===== src/sv/crdc_pkg.sv =====
// ----------------------------------------------------------------------------
// crdc_pkg: shared definitions for the configuration ROM directory crawler
// Sizes, command and result codes, and the records passed between stages.
// ----------------------------------------------------------------------------
`default_nettype none

package crdc_pkg;

   // Geometry of the remote ROM, the pending directory stack and the work queue.
   localparam int ROM_QUADLETS  = 256;
   localparam int STACK_DEPTH   = 16;
   localparam int QUEUE_DEPTH   = 2;

   // A cursor must hold every index up to and including ROM_QUADLETS.
   localparam int CURSOR_W      = $clog2(ROM_QUADLETS + 1);
   localparam int HEADER_SUM_W  = ((CURSOR_W > 16) ? CURSOR_W : 16) + 1;
   localparam int STACK_IDX_W   = (STACK_DEPTH > 1) ? $clog2(STACK_DEPTH) : 1;
   localparam int STACK_COUNT_W = $clog2(STACK_DEPTH + 1);
   localparam int QUEUE_PTR_W   = (QUEUE_DEPTH > 1) ? $clog2(QUEUE_DEPTH) : 1;
   localparam int QUEUE_COUNT_W = $clog2(QUEUE_DEPTH + 1);

   // A stacked entry's beyond-ROM test uses the low 24 bits of index plus quadlet.
   localparam int ENTRY_INDEX_W = 24;

   // Well-known quadlet positions: bus options and the start of the root directory.
   localparam int BUS_OPTIONS_INDEX = 2;
   localparam int ROOT_DIR_INDEX    = 5;

   // Request classes produced by the front end.
   localparam logic [1:0] CMD_START     = 2'd0;
   localparam logic [1:0] CMD_READ_OK   = 2'd1;
   localparam logic [1:0] CMD_READ_FAIL = 2'd2;

   // Result kinds.
   localparam logic [1:0] KIND_READ = 2'd0;
   localparam logic [1:0] KIND_DONE = 2'd1;
   localparam logic [1:0] KIND_FAIL = 2'd2;

   typedef struct packed {
      logic [1:0]  cmd;
      logic [31:0] quadlet;
      logic        quadlet_zero;
   } item_type;

   typedef struct packed {
      logic                is_dir;
      logic                beyond_rom;
      logic [CURSOR_W-1:0] index;
   } stack_entry_type;

endpackage

`default_nettype wire


===== src/sv/crdc_front.sv =====
// ----------------------------------------------------------------------------
// crdc_front: request intake and classification
// Turns each accepted request into a classified item for the work queue.
// ----------------------------------------------------------------------------
`default_nettype none

module crdc_front (
   input  wire logic              req_valid,
   output logic                   req_stall,
   input  wire logic              req_action,
   input  wire logic              req_read_ok,
   input  wire logic [31:0]       req_quadlet,
   input  wire logic              queue_full,
   output logic                   push_valid,
   output crdc_pkg::item_type     push_item
);

   assign req_stall  = queue_full;
   assign push_valid = req_valid && !queue_full;

   always_comb begin
      if (!req_action) begin
         push_item.cmd = crdc_pkg::CMD_START;
      end else if (req_read_ok) begin
         push_item.cmd = crdc_pkg::CMD_READ_OK;
      end else begin
         push_item.cmd = crdc_pkg::CMD_READ_FAIL;
      end
      push_item.quadlet      = req_quadlet;
      push_item.quadlet_zero = (req_quadlet == 32'd0);
   end

endmodule

`default_nettype wire


===== src/sv/crdc_queue.sv =====
// ----------------------------------------------------------------------------
// crdc_queue: short work queue between front end and walker
// A small circular buffer of classified items with registered storage.
// ----------------------------------------------------------------------------
`default_nettype none

module crdc_queue (
   input  wire logic                clock,
   input  wire logic                reset,
   input  wire logic                push_valid,
   input  wire crdc_pkg::item_type  push_item,
   output logic                     full,
   output logic                     pop_valid,
   input  wire logic                pop_ready,
   output crdc_pkg::item_type       pop_item
);

   crdc_pkg::item_type                       slot_ff [crdc_pkg::QUEUE_DEPTH];
   logic [crdc_pkg::QUEUE_PTR_W-1:0]         wr_ptr_ff, wr_ptr_in;
   logic [crdc_pkg::QUEUE_PTR_W-1:0]         rd_ptr_ff, rd_ptr_in;
   logic [crdc_pkg::QUEUE_COUNT_W-1:0]       count_ff, count_in;
   logic                                     do_push;
   logic                                     do_pop;

   assign full      = (count_ff == crdc_pkg::QUEUE_COUNT_W'(crdc_pkg::QUEUE_DEPTH));
   assign pop_valid = (count_ff != '0);
   assign pop_item  = slot_ff[rd_ptr_ff];
   assign do_push   = push_valid && !full;
   assign do_pop    = pop_valid && pop_ready;

   always_comb begin
      wr_ptr_in = wr_ptr_ff;
      rd_ptr_in = rd_ptr_ff;
      count_in  = count_ff;
      if (do_push) begin
         if (wr_ptr_ff == crdc_pkg::QUEUE_PTR_W'(crdc_pkg::QUEUE_DEPTH - 1)) begin
            wr_ptr_in = '0;
         end else begin
            wr_ptr_in = wr_ptr_ff + crdc_pkg::QUEUE_PTR_W'(1);
         end
      end
      if (do_pop) begin
         if (rd_ptr_ff == crdc_pkg::QUEUE_PTR_W'(crdc_pkg::QUEUE_DEPTH - 1)) begin
            rd_ptr_in = '0;
         end else begin
            rd_ptr_in = rd_ptr_ff + crdc_pkg::QUEUE_PTR_W'(1);
         end
      end
      if (do_push && !do_pop) begin
         count_in = count_ff + crdc_pkg::QUEUE_COUNT_W'(1);
      end else if (do_pop && !do_push) begin
         count_in = count_ff - crdc_pkg::QUEUE_COUNT_W'(1);
      end
   end

   always_ff @(posedge clock) begin
      if (reset) begin
         wr_ptr_ff <= '0;
         rd_ptr_ff <= '0;
         count_ff  <= '0;
      end else begin
         wr_ptr_ff <= wr_ptr_in;
         rd_ptr_ff <= rd_ptr_in;
         count_ff  <= count_in;
      end
   end

   always_ff @(posedge clock) begin
      if (do_push) begin
         slot_ff[wr_ptr_ff] <= push_item;
      end
   end

endmodule

`default_nettype wire


===== src/sv/crdc_back.sv =====
// ----------------------------------------------------------------------------
// crdc_back: directory walker
// Executes one queued item per cycle against the walk state and the pending
// directory stack when not stalled, and holds results in an output register.
// ----------------------------------------------------------------------------
`default_nettype none

module crdc_back (
   input  wire logic                clock,
   input  wire logic                reset,
   input  wire logic                item_valid,
   input  wire crdc_pkg::item_type  item,
   output logic                     item_ready,
   output logic                     rsp_valid,
   input  wire logic                rsp_stall,
   output logic [1:0]               rsp_kind,
   output logic [7:0]               rsp_read_index,
   output logic [8:0]               rsp_rom_length,
   output logic [3:0]               rsp_max_record,
   output logic                     rsp_cycle_master_capable,
   output logic                     rsp_resource_manager_capable
);

   localparam logic [1:0] PH_IDLE   = 2'd0;
   localparam logic [1:0] PH_BIB    = 2'd1;
   localparam logic [1:0] PH_HEADER = 2'd2;
   localparam logic [1:0] PH_ENTRY  = 2'd3;

   localparam int CW = crdc_pkg::CURSOR_W;
   localparam int SW = crdc_pkg::STACK_COUNT_W;

   logic [1:0]                        phase_ff, phase_in;
   logic [SW-1:0]                     count_ff, count_in;
   logic [CW-1:0]                     cursor_ff, cursor_in;
   logic [CW-1:0]                     dir_end_ff, dir_end_in;
   logic                              in_dir_ff, in_dir_in;
   logic [CW-1:0]                     walk_ff, walk_in;
   logic [3:0]                        max_record_ff, max_record_in;
   logic                              cmc_ff, cmc_in;
   logic                              rmc_ff, rmc_in;
   crdc_pkg::stack_entry_type         stack_ff [crdc_pkg::STACK_DEPTH];

   logic                              rsp_valid_ff;
   logic [1:0]                        kind_ff;
   logic [7:0]                        index_ff;
   logic [8:0]                        length_ff;
   logic [3:0]                        out_record_ff;
   logic                              out_cmc_ff;
   logic                              out_rmc_ff;

   logic                              fire;
   logic                              res_valid;
   logic [1:0]                        res_kind;
   logic [CW-1:0]                     res_index;
   logic                              finish;
   logic                              push_en;
   crdc_pkg::stack_entry_type         push_entry;
   crdc_pkg::stack_entry_type         pop_entry;
   logic [31:0]                       entry_sum;
   logic [crdc_pkg::HEADER_SUM_W-1:0] header_end;
   logic [CW-1:0]                     cursor_inc;
   logic [SW-1:0]                     count_dec;

   assign item_ready = !rsp_valid_ff || !rsp_stall;
   assign fire       = item_valid && item_ready;

   assign cursor_inc = cursor_ff + CW'(1);
   assign count_dec  = count_ff - SW'(1);
   assign entry_sum  = 32'(cursor_ff) + item.quadlet;
   assign header_end = crdc_pkg::HEADER_SUM_W'(cursor_ff)
                     + crdc_pkg::HEADER_SUM_W'(item.quadlet[31:16])
                     + crdc_pkg::HEADER_SUM_W'(1);

   always_comb begin
      push_entry.is_dir     = (entry_sum[31:30] == 2'b11);
      push_entry.beyond_rom = (entry_sum[crdc_pkg::ENTRY_INDEX_W-1:0]
                               >= crdc_pkg::ENTRY_INDEX_W'(crdc_pkg::ROM_QUADLETS));
      push_entry.index      = entry_sum[CW-1:0];
   end

   always_comb begin
      phase_in      = phase_ff;
      count_in      = count_ff;
      cursor_in     = cursor_ff;
      dir_end_in    = dir_end_ff;
      in_dir_in     = in_dir_ff;
      walk_in       = walk_ff;
      max_record_in = max_record_ff;
      cmc_in        = cmc_ff;
      rmc_in        = rmc_ff;
      res_valid     = 1'b0;
      res_kind      = crdc_pkg::KIND_READ;
      res_index     = '0;
      finish        = 1'b0;
      push_en       = 1'b0;
      pop_entry     = stack_ff[count_dec[crdc_pkg::STACK_IDX_W-1:0]];

      if (fire) begin
         if (item.cmd == crdc_pkg::CMD_START) begin
            count_in   = '0;
            cursor_in  = '0;
            dir_end_in = '0;
            in_dir_in  = 1'b0;
            walk_in    = '0;
            phase_in   = PH_BIB;
            res_valid  = 1'b1;
         end else if (phase_ff != PH_IDLE) begin
            res_valid = 1'b1;
            if (item.cmd == crdc_pkg::CMD_READ_FAIL) begin
               res_kind = crdc_pkg::KIND_FAIL;
            end else begin
               case (phase_ff)
                  PH_BIB: begin
                     if (cursor_ff == '0 && item.quadlet_zero) begin
                        res_kind = crdc_pkg::KIND_FAIL;
                     end else begin
                        if (cursor_ff == CW'(crdc_pkg::BUS_OPTIONS_INDEX)) begin
                           max_record_in = item.quadlet[15:12];
                           cmc_in        = item.quadlet[30];
                           rmc_in        = item.quadlet[31];
                        end
                        if (cursor_inc < CW'(crdc_pkg::ROOT_DIR_INDEX)) begin
                           cursor_in = cursor_inc;
                           res_index = cursor_inc;
                        end else begin
                           // The root directory is walked straight away.
                           walk_in   = CW'(crdc_pkg::ROOT_DIR_INDEX);
                           count_in  = '0;
                           in_dir_in = 1'b1;
                           cursor_in = CW'(crdc_pkg::ROOT_DIR_INDEX);
                           phase_in  = PH_HEADER;
                           res_index = CW'(crdc_pkg::ROOT_DIR_INDEX);
                        end
                     end
                  end
                  PH_HEADER: begin
                     if (header_end
                         > crdc_pkg::HEADER_SUM_W'(crdc_pkg::ROM_QUADLETS)) begin
                        res_kind = crdc_pkg::KIND_FAIL;
                     end else begin
                        dir_end_in = header_end[CW-1:0];
                        cursor_in  = cursor_inc;
                        if (item.quadlet[31:16] != 16'd0) begin
                           phase_in  = PH_ENTRY;
                           res_index = cursor_inc;
                        end else begin
                           finish = 1'b1;
                        end
                     end
                  end
                  PH_ENTRY: begin
                     push_en = in_dir_ff && item.quadlet[31]
                            && (count_ff < SW'(crdc_pkg::STACK_DEPTH));
                     cursor_in = cursor_inc;
                     if (cursor_inc < dir_end_ff) begin
                        res_index = cursor_inc;
                     end else begin
                        finish = 1'b1;
                     end
                  end
                  default: begin
                     res_valid = 1'b0;
                  end
               endcase
            end
         end
      end

      if (push_en) begin
         count_in = count_ff + SW'(1);
      end

      // End of a directory: record its reach, then pop the next one, or report done.
      if (finish) begin
         if (walk_ff < cursor_inc) begin
            walk_in = cursor_inc;
         end
         if (count_ff == '0 && !push_en) begin
            res_kind = crdc_pkg::KIND_DONE;
         end else begin
            if (push_en) begin
               pop_entry = push_entry;
               count_in  = count_ff;
            end else begin
               count_in  = count_dec;
            end
            if (pop_entry.beyond_rom) begin
               res_kind = crdc_pkg::KIND_FAIL;
            end else begin
               in_dir_in = pop_entry.is_dir;
               cursor_in = pop_entry.index;
               phase_in  = PH_HEADER;
               res_index = pop_entry.index;
            end
         end
      end

      if (res_valid && res_kind != crdc_pkg::KIND_READ) begin
         phase_in = PH_IDLE;
      end
   end

   always_ff @(posedge clock) begin
      if (reset) begin
         phase_ff      <= PH_IDLE;
         count_ff      <= '0;
         cursor_ff     <= '0;
         dir_end_ff    <= '0;
         in_dir_ff     <= 1'b0;
         walk_ff       <= '0;
         max_record_ff <= '0;
         cmc_ff        <= 1'b0;
         rmc_ff        <= 1'b0;
         rsp_valid_ff  <= 1'b0;
      end else begin
         phase_ff      <= phase_in;
         count_ff      <= count_in;
         cursor_ff     <= cursor_in;
         dir_end_ff    <= dir_end_in;
         in_dir_ff     <= in_dir_in;
         walk_ff       <= walk_in;
         max_record_ff <= max_record_in;
         cmc_ff        <= cmc_in;
         rmc_ff        <= rmc_in;
         if (fire && res_valid) begin
            rsp_valid_ff <= 1'b1;
         end else if (!rsp_stall) begin
            rsp_valid_ff <= 1'b0;
         end
      end
   end

   always_ff @(posedge clock) begin
      if (push_en) begin
         stack_ff[count_ff[crdc_pkg::STACK_IDX_W-1:0]] <= push_entry;
      end
   end

   always_ff @(posedge clock) begin
      if (fire && res_valid) begin
         kind_ff       <= res_kind;
         index_ff      <= '0;
         length_ff     <= '0;
         out_record_ff <= '0;
         out_cmc_ff    <= 1'b0;
         out_rmc_ff    <= 1'b0;
         if (res_kind == crdc_pkg::KIND_READ) begin
            index_ff <= 8'(res_index);
         end else if (res_kind == crdc_pkg::KIND_DONE) begin
            length_ff     <= 9'(walk_in);
            out_record_ff <= max_record_in;
            out_cmc_ff    <= cmc_in;
            out_rmc_ff    <= rmc_in;
         end
      end
   end

   assign rsp_valid                    = rsp_valid_ff;
   assign rsp_kind                     = kind_ff;
   assign rsp_read_index               = index_ff;
   assign rsp_rom_length               = length_ff;
   assign rsp_max_record               = out_record_ff;
   assign rsp_cycle_master_capable     = out_cmc_ff;
   assign rsp_resource_manager_capable = out_rmc_ff;

endmodule

`default_nettype wire


===== src/sv/config_rom_directory_crawler.sv =====
// ----------------------------------------------------------------------------
// config_rom_directory_crawler: configuration ROM directory walk controller
// A request passes through a queue slot and then the walker output register.
// Throughput: one request and one walker item per cycle while not stalled.
// The pace is set by the walker step behind a two-entry queue.
// Reset is synchronous and leaves the walker idle with an empty queue.
// ----------------------------------------------------------------------------
`default_nettype none

module config_rom_directory_crawler (
   input  wire logic        clock,
   input  wire logic        reset,
   input  wire logic        req_valid,
   output logic             req_stall,
   input  wire logic        req_action,
   input  wire logic        req_read_ok,
   input  wire logic [31:0] req_quadlet,
   output logic             rsp_valid,
   input  wire logic        rsp_stall,
   output logic [1:0]       rsp_kind,
   output logic [7:0]       rsp_read_index,
   output logic [8:0]       rsp_rom_length,
   output logic [3:0]       rsp_max_record,
   output logic             rsp_cycle_master_capable,
   output logic             rsp_resource_manager_capable
);

   // The front end classifies each request as a start, a good read or a
   // failed read, and precomputes the zero test on the returned quadlet.
   logic                 queue_full;
   logic                 push_valid;
   crdc_pkg::item_type   push_item;

   // The queue decouples intake from the walker, so a stalled result does
   // not immediately stall the request side.
   logic                 pop_valid;
   logic                 pop_ready;
   crdc_pkg::item_type   pop_item;

   crdc_front u_front (
      .req_valid   (req_valid),
      .req_stall   (req_stall),
      .req_action  (req_action),
      .req_read_ok (req_read_ok),
      .req_quadlet (req_quadlet),
      .queue_full  (queue_full),
      .push_valid  (push_valid),
      .push_item   (push_item)
   );

   crdc_queue u_queue (
      .clock      (clock),
      .reset      (reset),
      .push_valid (push_valid),
      .push_item  (push_item),
      .full       (queue_full),
      .pop_valid  (pop_valid),
      .pop_ready  (pop_ready),
      .pop_item   (pop_item)
   );

   // The walker holds the walk state and the stack of pending directories.
   // It takes an item whenever its output register is free or being drained,
   // and a directory that ends in the same step as a push pops that very
   // entry through a bypass rather than through the stack storage.
   crdc_back u_back (
      .clock                        (clock),
      .reset                        (reset),
      .item_valid                   (pop_valid),
      .item                         (pop_item),
      .item_ready                   (pop_ready),
      .rsp_valid                    (rsp_valid),
      .rsp_stall                    (rsp_stall),
      .rsp_kind                     (rsp_kind),
      .rsp_read_index               (rsp_read_index),
      .rsp_rom_length               (rsp_rom_length),
      .rsp_max_record               (rsp_max_record),
      .rsp_cycle_master_capable     (rsp_cycle_master_capable),
      .rsp_resource_manager_capable (rsp_resource_manager_capable)
   );

endmodule

`default_nettype wire

===== config.mk =====
export PLATFORM = sky130hd
export DESIGN_NAME = config_rom_directory_crawler
export DESIGN_NICKNAME = d
export VERILOG_FILES = /design/src/sv/crdc_pkg.sv /design/src/sv/crdc_front.sv /design/src/sv/crdc_queue.sv /design/src/sv/crdc_back.sv /design/src/sv/config_rom_directory_crawler.sv
export SDC_FILE = /design/constraint.sdc
export NUM_CORES = 1
export LEC_CHECK = 0
export BUFFER_PORTS_ARGS = -buffer_cell sky130_fd_sc_hd__buf_4
export CAP_MARGIN = 20
export CORE_ASPECT_RATIO = 1.75
export CORE_MARGIN = 2
export CORE_UTILIZATION = 30
export DETAILED_ROUTE_END_ITERATION = 7
export MAX_ROUTING_LAYER = met4
export PLACE_DENSITY = 0.47
export SLEW_MARGIN = 20
export SYNTH_ARGS = -nofsm -noshare
export SYNTH_HDL_FRONTEND = slang
export SYNTH_HIERARCHICAL = 1
export SYNTH_SLANG_ARGS = --single-unit

===== constraint.sdc =====
create_clock -name clock -period 12 [get_ports clock]
set_input_delay 1.8 -clock clock [delete_from_list [all_inputs] [get_ports clock]]
set_output_delay 1.8 -clock clock [all_outputs]
set_load 0.03 [all_outputs]

==> Flow_metrics.wiki <==
{| class="wikitable"
! Metric !! Value
|-
| Final total power || 3.06 mW
|-
| Clock sink count || 318
|-
| Clock-pin transition on the worst setup and hold timing paths || 80 ps
|-
| Static Leakage || 5.69 nW
|-
| Maximum clock frequency || 201 MHz
|-
| Number of enable-type register cells in the synthesized netlist || 271
|-
| Count of buffers inserted at the top-level ports || 64
|-
| Number of instances in the synthesized netlist || 1,167
|-
| Distinct cell type count of the synthesized netlist || 86
|-
| Count of final hold-check violations || 0
|-
| Avg Inst Size Synth || 13.3 um2
|-
| Setup TNS after final layout || 0 ps
|-
| Top Ports || 65
|-
| Global-route wire length before repair || 67.4 mm
|-
| GR Util met3 || 1.87%
|-
| Number of CTS-inserted buffers || 30
|-
| Clock latency at the later pin of the worst-skew pair || 590 ps
|-
| Crit path DAT || 5480 ps
|-
| Mapped Nets || 1,255
|-
| Mean number of vias per cell || 5.24
|-
| Total number of vias || 9,905
|-
| Global-route congestion overflow total || 0
|-
| Asr flop ratio synth || 0%
|-
| Most used routing layer || met2
|-
| Die height || 305 um
|-
| Drt initial violations || 665
|-
| Run status || finished clean
|-
| Remaining antenna violation count after routing || 0
|-
| Hold Crit Class || reg -> reg
|-
| Root buffer cell || clkbuf_16
|-
| Synthesis-stage register bit count || 318
|-
| Final net count || 1,284
|-
| Required time worst endpoint || 12,500 ps
|-
| Max-cap viol count || 0
|-
| Dpl hpwl || 34.5 mm
|-
| GRT met1 Usage || 15.7%
|-
| TritonCTS clock tree || yes
|-
| Met2 routing resource usage after global routing || 33.7%
|-
| Area share of the largest cell type after synthesis || 52.2%
|-
| Final period utilization || 41.5%
|-
| Residual DRC || 0
|-
| Routed wire per std cell || 24.2 um
|-
| Count of H-tree levels built during CTS || 1
|-
| Post-synthesis instance area || 15,600 um2
|-
| Unrepaired setup endpoints after global routing || no
|-
| Largest net degree at the start of global routing || 48
|-
| Hold_sp || u_queue/wr_ptr_ff$_SDFFE_PP0P_
|-
| Area overhead of the layout relative to synthesis || 12.9%
|-
| Setup CP Type || reg -> reg
|-
| Cell type contributing the most total cell area after synthesis || edfxtp_1
|-
| Portion of the post-synthesis area used by sequential elements || 58.3%
|-
| Die W || 176 um
|-
| Kind of launch point of the worst setup path || flip-flop
|-
| Iteration count of the initial detailed-routing pass || 6
|-
| Number of antenna diodes || 0
|-
| Max Slew Vio Count || 0
|-
| Initial cell density of the core || 30.3%
|-
| Number of global-route vias before repair || 10,372
|-
| Proportion of layout cells with a drive suffix above 1 || 20.8%
|-
| Global placer's final weighted congestion || 0.929
|-
| Number of rows created at floorplan || 110
|-
| Slew at the pin with the worst max-slew slack || 1150 ps
|-
| Peak fanout along the critical path || 31
|-
| Overall routing resource usage || 17.4%
|-
| Clock skew || 14.8 ps
|-
| Post-CTS repair timing setup buffer count || 0
|-
| Maximum VDD drop || 0.000126 V
|-
| Power density normalized to cell area || 174 nW/um2
|-
| Placeable Area || 51,300 um2
|-
| Setup-failing EPs final || 0
|-
| Yosys warnings || 6
|-
| Area of the die || 53,800 um2
|-
| Final critical delay including setup and external delays || 4980 ps
|-
| Top post-synthesis cells by area || edfxtp_1 52%, mux4_2 7.8%, dfxtp_1 6.0%
|-
| Number of buffers inserted for hold repair after clock tree synthesis || 0
|-
| Detailed-route wire length || 45.7 mm
|-
| Post-cts repair resize count || 0
|-
| Crit path capture type || flip-flop
|-
| Maximum count of clock buffers along a single path || 3
|-
| Slew HR || 22.4%
|-
| Most used DFF post-synth || edfxtp_1
|-
| Initial antenna violation count || 0
|}
[power by group]
group	switching [mW]	internal (mW)	leakage (nW)
logic	0.507	0.208	2.40
registers	0.0279	1.34	2.80
clock network	0.442	0.539	0.496
[layout by cell type, fill, tap and decap left out, types with 13 or more instances in the layout]
cell,synthesis,final
dfxtp_1,47,46
o211ai_1,20,20
buf_4,34,78
a21oi_1,64,62
xor2_1,13,13
nor4_1,16,16
nor2_1,78,77
ha_1,48,47
nand2b_1,14,14
nand2_1,68,68
o21ai_0,33,33
clkbuf_16,0,31
inv_1,45,45
edfxtp_1,271,271
mux4_2,54,54
mux2_2,38,38
nand3_1,47,47
[area by class of cell]
cell class                 instances  area [um2]
timing repair buffer              78         586
clock buffer                      32         779
multi-input combinational        723        5910
sequential                       318        9080
inverter                          45         169
tap                              672         841
fill                            4950       33800
clock inverter                    23         214
[kinds of logic after synthesis]
| group | Yosys count | synth area share (%) |
|---|---|---|
| AND/OR/NAND/NOR | 322 | 10.8 |
| adder cells (fa/ha/maj) | 50 | 4.11 |
| flip-flops | 318 | 58.3 |
| AO/OA/AOI/OAI | 219 | 9.82 |
| XOR/XNOR | 25 | 1.41 |
| multiplexers | 107 | 11.6 |
| buffers and inverters | 126 | 4.01 |
[critical path, stage by stage (launching register included)]
cell,delay [ps]
dfxtp_1,410
buf_4,420
mux2_2,490
ha_1,390
o21ai_0,100
a21oi_1,380
o221ai_1,200
a211o_1,340
and4bb_2,310
o211a_4,280
o21ai_2,710
o211ai_2,470
nor4_2,360
[per-layer routing]
metal	wire length, um	up-vias
met5	0	-
met4	3500	0
met3	1430	114
met2	25900	241
met1	14900	4994
li1	-	4556
[registers in the layout (all words and copies together) (netlist names), 2 cells and up, named ones only]
register	flops
u_back/rsp_read_index	8
u_back/count_ff	5
u_back/max_record_ff	4
u_back/rsp_max_record	4
u_back/rsp_rom_length	9
u_back/cursor_ff	9
u_back/walk_ff	9
u_back/phase_ff	2
u_back/dir_end_ff	9
u_queue/slot_ff	70
u_back/stack_ff	176
u_back/rsp_kind	2
u_queue/count_ff	2
[metrics by stage]
step | setup WS, ps | hold slack (ps) | instances | cell area (um2) | utilization, %
finish | 7020 | 492 | 1891 | 17600 | 34.2
global route | 6600 | 520 | 1891 | 17600 | 34.2
CTS | 6990 | 489 | 1891 | 17600 | 34.2
detailed placement | 6640 | 480 | 1836 | 16600 | 32.3
global placement | 6850 | 467 | 1836 | 16600 | 32.3
floorplan | 7980 | 452 | 1167 | 15600 | -
[cell usage after synthesis, types with 16 or more instances]
cell and instances:
dfxtp_1 47, buf_4 34, ha_1 48, nand2_1 68
a21oi_1 64, clkbuf_1 29, nor4_1 16, mux4_2 54
o21ai_0 33, mux2_2 38, nor2_1 78, o211ai_1 20
edfxtp_1 271, inv_1 45, nand3_1 47
[path summary, 6_finish.rpt]
kind                                    end  slack [ps]  cells after the start
max           u_back/phase_ff[0]$_SDFF_PP0_        7020                     12
max reg2reg   u_back/phase_ff[0]$_SDFF_PP0_        7020                     12
min          u_queue/wr_ptr_ff$_SDFFE_PP0P_         490                      2
min reg2reg  u_queue/wr_ptr_ff$_SDFFE_PP0P_         490                      2
Note: power is estimated with default switching activity, not from simulation.
